**src/rtl/frha_pkg.sv**
```systemverilog
`timescale 1ns / 1ps

package frha_pkg;

  // Pool geometry: handles and counts have fixed widths on the ports
  localparam int unsigned PoolSize = 256;
  localparam int unsigned HandleW  = 8;
  localparam int unsigned CountW   = 9;

  typedef logic [HandleW-1:0] handle_t;
  typedef logic [CountW-1:0]  count_t;

  // Request kinds
  typedef enum logic [1:0] {
    KindAlloc   = 2'd0,
    KindTry     = 2'd1,
    KindRelease = 2'd2,
    KindUnused  = 2'd3
  } kind_e;

  // Result status codes
  typedef enum logic [1:0] {
    StOk        = 2'd0,
    StNone      = 2'd1,
    StInvalid   = 2'd2,
    StExhausted = 2'd3
  } status_e;

  // Control sequencer
  typedef enum logic {
    StateIdle = 1'b0,
    StateExec = 1'b1
  } state_e;

endpackage

```
**src/rtl/fifo_reuse_handle_allocator.sv**
```systemverilog
`timescale 1ns / 1ps

// Channel | Direction | Handshake                 | Payload
// --------+-----------+---------------------------+---------------------------------------
// in      | input     | in_valid_i / in_stall_o   | kind_i, handle_in_i
// out     | output    | out_valid_o / out_stall_i | handle_out_o, status_o,
//         |           |                           | allocated_count_o, released_count_o
//
// The idle state takes an item and reads the head slot of the reuse queue and the held
// flag of the handle in; the execute state updates queue, bitmap, counters and the
// result register. The next item is taken while a finished result still waits.
// Reset clears all control state; neither memory needs clearing, as a held flag
// counts only for handles below the never-used counter.
// A stalled output holds the item in its execute cycle until the result register frees.

module fifo_reuse_handle_allocator (
  input  logic                     clk_i,
  input  logic                     rst_ni,
  input  logic                     in_valid_i,
  output logic                     in_stall_o,
  input  logic [1:0]               kind_i,
  input  logic [7:0]               handle_in_i,
  output logic                     out_valid_o,
  input  logic                     out_stall_i,
  output logic [7:0]               handle_out_o,
  output logic [1:0]               status_o,
  output logic [8:0]               allocated_count_o,
  output logic [8:0]               released_count_o
);

  frha_pkg::state_e  state_q, state_d;

  // Accepted request
  frha_pkg::kind_e   kind_q;
  frha_pkg::handle_t hin_q;

  // Queue and pool bookkeeping
  frha_pkg::handle_t head_q, head_d;
  frha_pkg::handle_t tail_q, tail_d;
  frha_pkg::count_t  fill_q, fill_d;
  frha_pkg::count_t  fresh_q, fresh_d;
  frha_pkg::count_t  total_q, total_d;

  // Reuse queue memory
  frha_pkg::handle_t queue_mem [frha_pkg::PoolSize];
  frha_pkg::handle_t rdata_q;

  // Held bitmap memory; an entry is only meaningful below the never-used counter
  logic              held_mem [frha_pkg::PoolSize];
  logic              held_rd_q;
  logic              held_ok;

  // Result register
  logic              out_valid_q;
  frha_pkg::handle_t out_handle_q, hout;
  frha_pkg::status_e out_status_q, status;
  frha_pkg::count_t  out_alloc_q, out_rel_q;

  logic              in_fire, exec_fire;
  logic              held_set, held_clr, mem_we;
  frha_pkg::handle_t held_idx;

  assign in_fire   = in_valid_i && !in_stall_o;
  assign exec_fire = (state_q == frha_pkg::StateExec) && (!out_valid_q || !out_stall_i);

  // Handle in is held only if it was ever handed out and its flag is still set
  assign held_ok   = (frha_pkg::count_t'(hin_q) < fresh_q) && held_rd_q;

  // Next state
  always_comb begin
    state_d = state_q;
    case (state_q)
      frha_pkg::StateIdle: if (in_fire) state_d = frha_pkg::StateExec;
      frha_pkg::StateExec: if (exec_fire) state_d = frha_pkg::StateIdle;
      default:             state_d = frha_pkg::StateIdle;
    endcase
  end

  // Sequencer outputs
  always_comb begin
    in_stall_o = (state_q != frha_pkg::StateIdle);
  end

  // Request evaluation against the head slot read when the request was accepted
  always_comb begin
    head_d   = head_q;
    tail_d   = tail_q;
    fill_d   = fill_q;
    fresh_d  = fresh_q;
    total_d  = total_q;
    hout     = '0;
    status   = frha_pkg::StOk;
    held_set = 1'b0;
    held_clr = 1'b0;
    held_idx = hin_q;
    mem_we   = 1'b0;
    case (kind_q)
      frha_pkg::KindAlloc, frha_pkg::KindTry: begin
        if (fill_q != '0) begin
          // reuse the oldest released handle
          hout     = rdata_q;
          held_idx = rdata_q;
          held_set = 1'b1;
          head_d   = head_q + 1'b1;
          fill_d   = fill_q - 1'b1;
          total_d  = total_q + 1'b1;
        end else if (kind_q == frha_pkg::KindTry) begin
          status = frha_pkg::StNone;
        end else if (fresh_q < frha_pkg::count_t'(frha_pkg::PoolSize)) begin
          // hand out a never-used handle
          hout     = fresh_q[frha_pkg::HandleW-1:0];
          held_idx = fresh_q[frha_pkg::HandleW-1:0];
          held_set = 1'b1;
          fresh_d  = fresh_q + 1'b1;
          total_d  = total_q + 1'b1;
        end else begin
          status = frha_pkg::StExhausted;
        end
      end
      frha_pkg::KindRelease: begin
        if (!held_ok || fill_q == frha_pkg::count_t'(frha_pkg::PoolSize)) begin
          status = frha_pkg::StInvalid;
        end else begin
          held_clr = 1'b1;
          mem_we   = 1'b1;
          tail_d   = tail_q + 1'b1;
          fill_d   = fill_q + 1'b1;
          total_d  = total_q - 1'b1;
        end
      end
      default: status = frha_pkg::StInvalid;
    endcase
  end

  // Queue memory: one write at the tail, one registered read at the head
  always_ff @(posedge clk_i) begin
    if (exec_fire && mem_we) queue_mem[tail_q] <= hin_q;
    if (in_fire) rdata_q <= queue_mem[head_q];
  end

  // Held bitmap: at most one write per executed item, one registered read at the handle in
  always_ff @(posedge clk_i) begin
    if (exec_fire && (held_set || held_clr)) held_mem[held_idx] <= held_set;
    if (in_fire) held_rd_q <= held_mem[handle_in_i];
  end

  // Request capture
  always_ff @(posedge clk_i) begin
    if (in_fire) begin
      kind_q <= frha_pkg::kind_e'(kind_i);
      hin_q  <= handle_in_i;
    end
  end

  // Control state
  always_ff @(posedge clk_i or negedge rst_ni) begin
    if (!rst_ni) begin
      state_q     <= frha_pkg::StateIdle;
      head_q      <= '0;
      tail_q      <= '0;
      fill_q      <= '0;
      fresh_q     <= '0;
      total_q     <= '0;
      out_valid_q <= 1'b0;
    end else begin
      state_q <= state_d;
      if (exec_fire) begin
        head_q      <= head_d;
        tail_q      <= tail_d;
        fill_q      <= fill_d;
        fresh_q     <= fresh_d;
        total_q     <= total_d;
        out_valid_q <= 1'b1;
      end else if (!out_stall_i) begin
        out_valid_q <= 1'b0;
      end
    end
  end

  // Result payload
  always_ff @(posedge clk_i) begin
    if (exec_fire) begin
      out_handle_q <= hout;
      out_status_q <= status;
      out_alloc_q  <= total_d;
      out_rel_q    <= fill_d;
    end
  end

  assign out_valid_o       = out_valid_q;
  assign handle_out_o      = out_handle_q;
  assign status_o          = out_status_q;
  assign allocated_count_o = out_alloc_q;
  assign released_count_o  = out_rel_q;

endmodule
```
**config.mk**
```make
export PLATFORM = sky130hd
export DESIGN_NAME = fifo_reuse_handle_allocator
export DESIGN_NICKNAME = d
export VERILOG_FILES = /design/src/rtl/frha_pkg.sv /design/src/rtl/fifo_reuse_handle_allocator.sv
export SDC_FILE = /design/constraint.sdc
export NUM_CORES = 2
export LEC_CHECK = 0
export CORE_MARGIN = 3
export CORE_UTILIZATION = 55
export DETAILED_ROUTE_END_ITERATION = 12
export DONT_BUFFER_PORTS = 1
export PLACE_DENSITY = 0.67
export SLEW_MARGIN = 20
export SYNTH_ARGS = -nofsm -noshare
export SYNTH_HDL_FRONTEND = slang
export SYNTH_SLANG_ARGS = --single-unit
```
**constraint.sdc**
```tcl
create_clock -name clk_i -period 13.4 [get_ports clk_i]
set_input_delay 2.01 -clock clk_i [delete_from_list [all_inputs] [get_ports clk_i]]
set_output_delay 2.01 -clock clk_i [all_outputs]
set_load 0.1 [all_outputs]
```
==> flow_metrics.py <==
metrics = {
    "outcome": {
        "outcome": "finished clean",
    },
    "cts": {
        "insertion_delay_ns": 0.91,
        "clkSinkCount": 2396,
        "htree_levels": 4,
        "clock_tree.buffer_depth": 3,
        "post-cts-setup-buffers": 0,
        "cts_resized": 0,
        "cts_tree": "yes",
        "cts_hold_buf": 0,
        "cts-buffers-inserted": 231,
        "path_clk_slew_ns": 0.07,
        "cts_root_buf": "clkbuf_16",
    },
    "setup_path": {
        "critPathCapture": "rdata_q[4]",
        "worstReg2RegEnd": "rdata_q[4]",
        "worst_setup_path_start_kind": "flip-flop",
        "reg2reg_from": "head_q[1]",
        "endpoint_kind": "flip-flop",
        "r2r_slack_ns": 7.50,
        "critical_path_arrival_ns": 6.48,
        "cp_max_fo": 51,
        "crit_type": "reg -> reg",
        "required_ns": 13.97,
        "rr_worst_depth": 10,
        "startpoint": "head_q[1]",
    },
    "synth": {
        "synth_edf_count": 2351,
        "syn_area_per_cell_sq_um": 18.50,
        "syn-num-nets": 5199,
        "async_reset_ff_share_pct": 1.878,
        "synth-seq-cells": 2396,
        "yosysSeqAreaShare_pct": 75.04,
        "synth.cell_area_sq_um": 95580,
        "yosysUniqueCellTypes": 83,
        "synth-warning-count": 0,
        "synth_compound_area_share_pct": 4.168,
        "synth.area.mux_share_pct": 13.87,
        "synth_top_family_by_area": "multiplexers",
        "synth_flop_cell": "edfxtp_1",
        "synth-xor-area-share_pct": 0.3757,
        "synthSimpleGateAreaFrac_pct": 4.698,
        "synthAdderAreaFrac_pct": 0.2225,
        "syn-instance-count": 5168,
    },
    "die": {
        "die_area_sq_um": 178800,
        "fp-row-count": 152,
        "fp.dieW_microns": 422.9,
        "start_util_pct": 55.54,
        "die_h_microns": 422.9,
        "pin_count": 44,
        "core_area_sq_um": 172100,
    },
    "layout": {
        "area_delta_synth_final_pct": 10.86,
        "layout.nets": 5228,
        "design_area_sq_um": 106000,
        "fin_cells": 7722,
        "fillers": 12070,
        "drive_gt1_share_pct": 18.46,
    },
    "place": {
        "placed_cells": 7274,
        "dpl_cell_area_sq_um": 98130,
        "dp_hpwl_microns": 149800,
        "pre_cts_ws_ns": 7.571,
        "finalWeightedCongestion": 0.8815,
        "port_buffers": 0,
    },
    "run": {
        "drv_cap": 0,
    },
    "grt": {
        "antenna_found_initial": 10,
        "grt_overflow": 0,
        "track_usage_pct": 28.54,
        "grt_max_degree": 202,
        "grt_pass1_vias": 50330,
        "grt_first_pass_wirelength_microns": 368300,
    },
    "sta": {
        "setup_viol": 0,
        "hold_violations": 0,
        "finClkSkew_ns": 0.05292,
        "drv_slew": 0,
        "worst_pin_slew_ns": 1.156,
        "setup_tns_ns": 0,
        "fin_crit_sh_pct": 44.06,
        "rsz0062_at_grt": "false",
        "fmax_ghz": 0.1694,
        "setup_ws_ns": 7.497,
        "finalCriticalPeriod_ns": 5.903,
        "slew_headroom_pct": 22.78,
    },
    "detailed_routing": {
        "viasPerCell": 6.673,
        "num_vias": 51530,
        "detail-route-antenna-nets": 0,
        "drcViolationCount": 0,
        "wl_microns": 254300,
        "drt-pass1-iter-count": 6,
        "post_drt_wl_per_cell_microns": 32.93,
        "drtIter0Drc": 7724,
    },
    "pwr": {
        "power_density_nw_per_um2": 190.5,
        "ir_worst_vdd_v": 0.0001926,
        "leakagePower_nw": 33.04,
    },
    "min_path": {
        "hold_path_class": "reg -> reg",
    },
}
[cells in the final DEF (no fill, tap or decap), drive strengths merged, types with 28 or more instances in the layout]
cell,instances
a22oi,88
a31oi,29
a21oi,93
mux2i,291
a221oi,28
o21ai,81
o22ai,63
nand4,32
buf,119
o221ai,55
clkinv,117
edfxtp,2351
clkbuf,289
dfrtp,45
nand2,176
nor3,68
mux4,446
inv,30
nor2,588
nand3,49
[through the flow]
stage / hold slack, ns / util, % / power (W)
final: 0.4880 / 61.56 / 0.02018
after global routing: 0.5091 / 61.55 / 0.02077
after CTS: 0.4876 / 61.54 / 0.02020
after detailed placement: 0.4768 / 57.01 / 0.01366
after global placement: 0.4760 / 57.01 / 0.01364
after floorplan: 0.4607 / - / 0.01191
[worst max-delay path, stage by stage, from the launching register on]
cell and delay (ns):
dfrtp_4 0.68, buf_4 0.64, buf_4 0.81, buf_4 0.67
buf_4 0.59, mux4_2 0.44, mux2i_1 0.17, o2111ai_1 0.12
o211a_1 0.25, nor4_1 0.90, o32ai_1 0.20
[area by class of cell]
class                      count  area [sq um]  area share (%)
clock buffer                 289          6138           5.793
inverter                      26         103.9         0.09801
clock inverter               152          1643           1.550
sequential                  2396         71740           67.70
timing repair buffer         119          1022          0.9647
antenna                        7         17.52         0.01653
tap                         2310          2890           2.728
multi-input combinational   2423         22410           21.14
[Yosys cell counts (23+ instances only)]
master / instances / share of area (%)
edfxtp_1: 2351 / 74
buf_2: 107 / 0.56
nand2_1: 176 / 0.69
o221ai_1: 55 / 0.50
o21ai_0: 78 / 0.41
mux4_2: 446 / 11
o22ai_1: 63 / 0.41
dfrtp_1: 45 / 1.2
buf_1: 30 / 0.12
mux2i_1: 291 / 3.0
a221oi_1: 28 / 0.26
a21oi_1: 93 / 0.49
inv_1: 23 / 0.090
mux2_2: 24 / 0.28
nand3_1: 49 / 0.26
nor2_1: 578 / 2.3
clkbuf_1: 165 / 0.65
nor4_1: 25 / 0.16
a31oi_1: 29 / 0.19
nand4_1: 32 / 0.21
a22oi_1: 88 / 0.69
nor3_1: 67 / 0.35
[cells by family after synthesis]
kind of cell	after synthesis
XOR/XNOR	41
AO/OA/AOI/OAI	570
adder cells (fa/ha/maj)	17
AND/OR/NAND/NOR	1032
buffers and inverters	349
multiplexers	763
flip-flops	2396
[worst min-delay path by stage]
| stage | depth (start not counted) | slack [ns] | startpoint | to |
|---|---|---|---|---|
| after CTS | 1 | 0.49 | total_q[8] | total_q[8] |
| after global placement | 1 | 0.48 | total_q[8] | total_q[8] |
| final | 1 | 0.49 | total_q[8] | total_q[8] |
| after global routing | 1 | 0.51 | total_q[8] | total_q[8] |
| after detailed placement | 1 | 0.48 | total_q[8] | total_q[8] |
| after floorplan | 1 | 0.46 | total_q[8] | total_q[8] |
[sequential cells by signal, indices dropped and copies added, names as in the netlist, 2 cells and up]
signal,count
rdata_q,8
fill_q,9
kind_q,2
total_q,9
released_count_o,9
handle_out_o,8
hin_q,8
head_q,8
allocated_count_o,9
status_o,2
queue_mem,2048
tail_q,8
held_mem,256
fresh_q,9
[metal layers]
metal	global-route usage (%)	vias up	part of all wire, %	routed length, microns
met3	6.462	527	11	27470
li1	-	21000	-	-
met5	0	-	0.0051	13
met4	11.28	2	4.2	10800
met2	42.59	3104	46	116900
met1	41.45	26900	39	99070
[power by group]
group | internal [W] | switching, W | total [W] | leakage [nW]
Sequential | 0.00836 | 0.000267 | 0.00863 | 21.7
Clock | 0.00373 | 0.00288 | 0.00662 | 3.79
Combinational | 0.00184 | 0.00309 | 0.00494 | 7.59
Total | 0.0139 | 0.00624 | 0.0202 | 33.0
(Power assumes the default switching activity.)
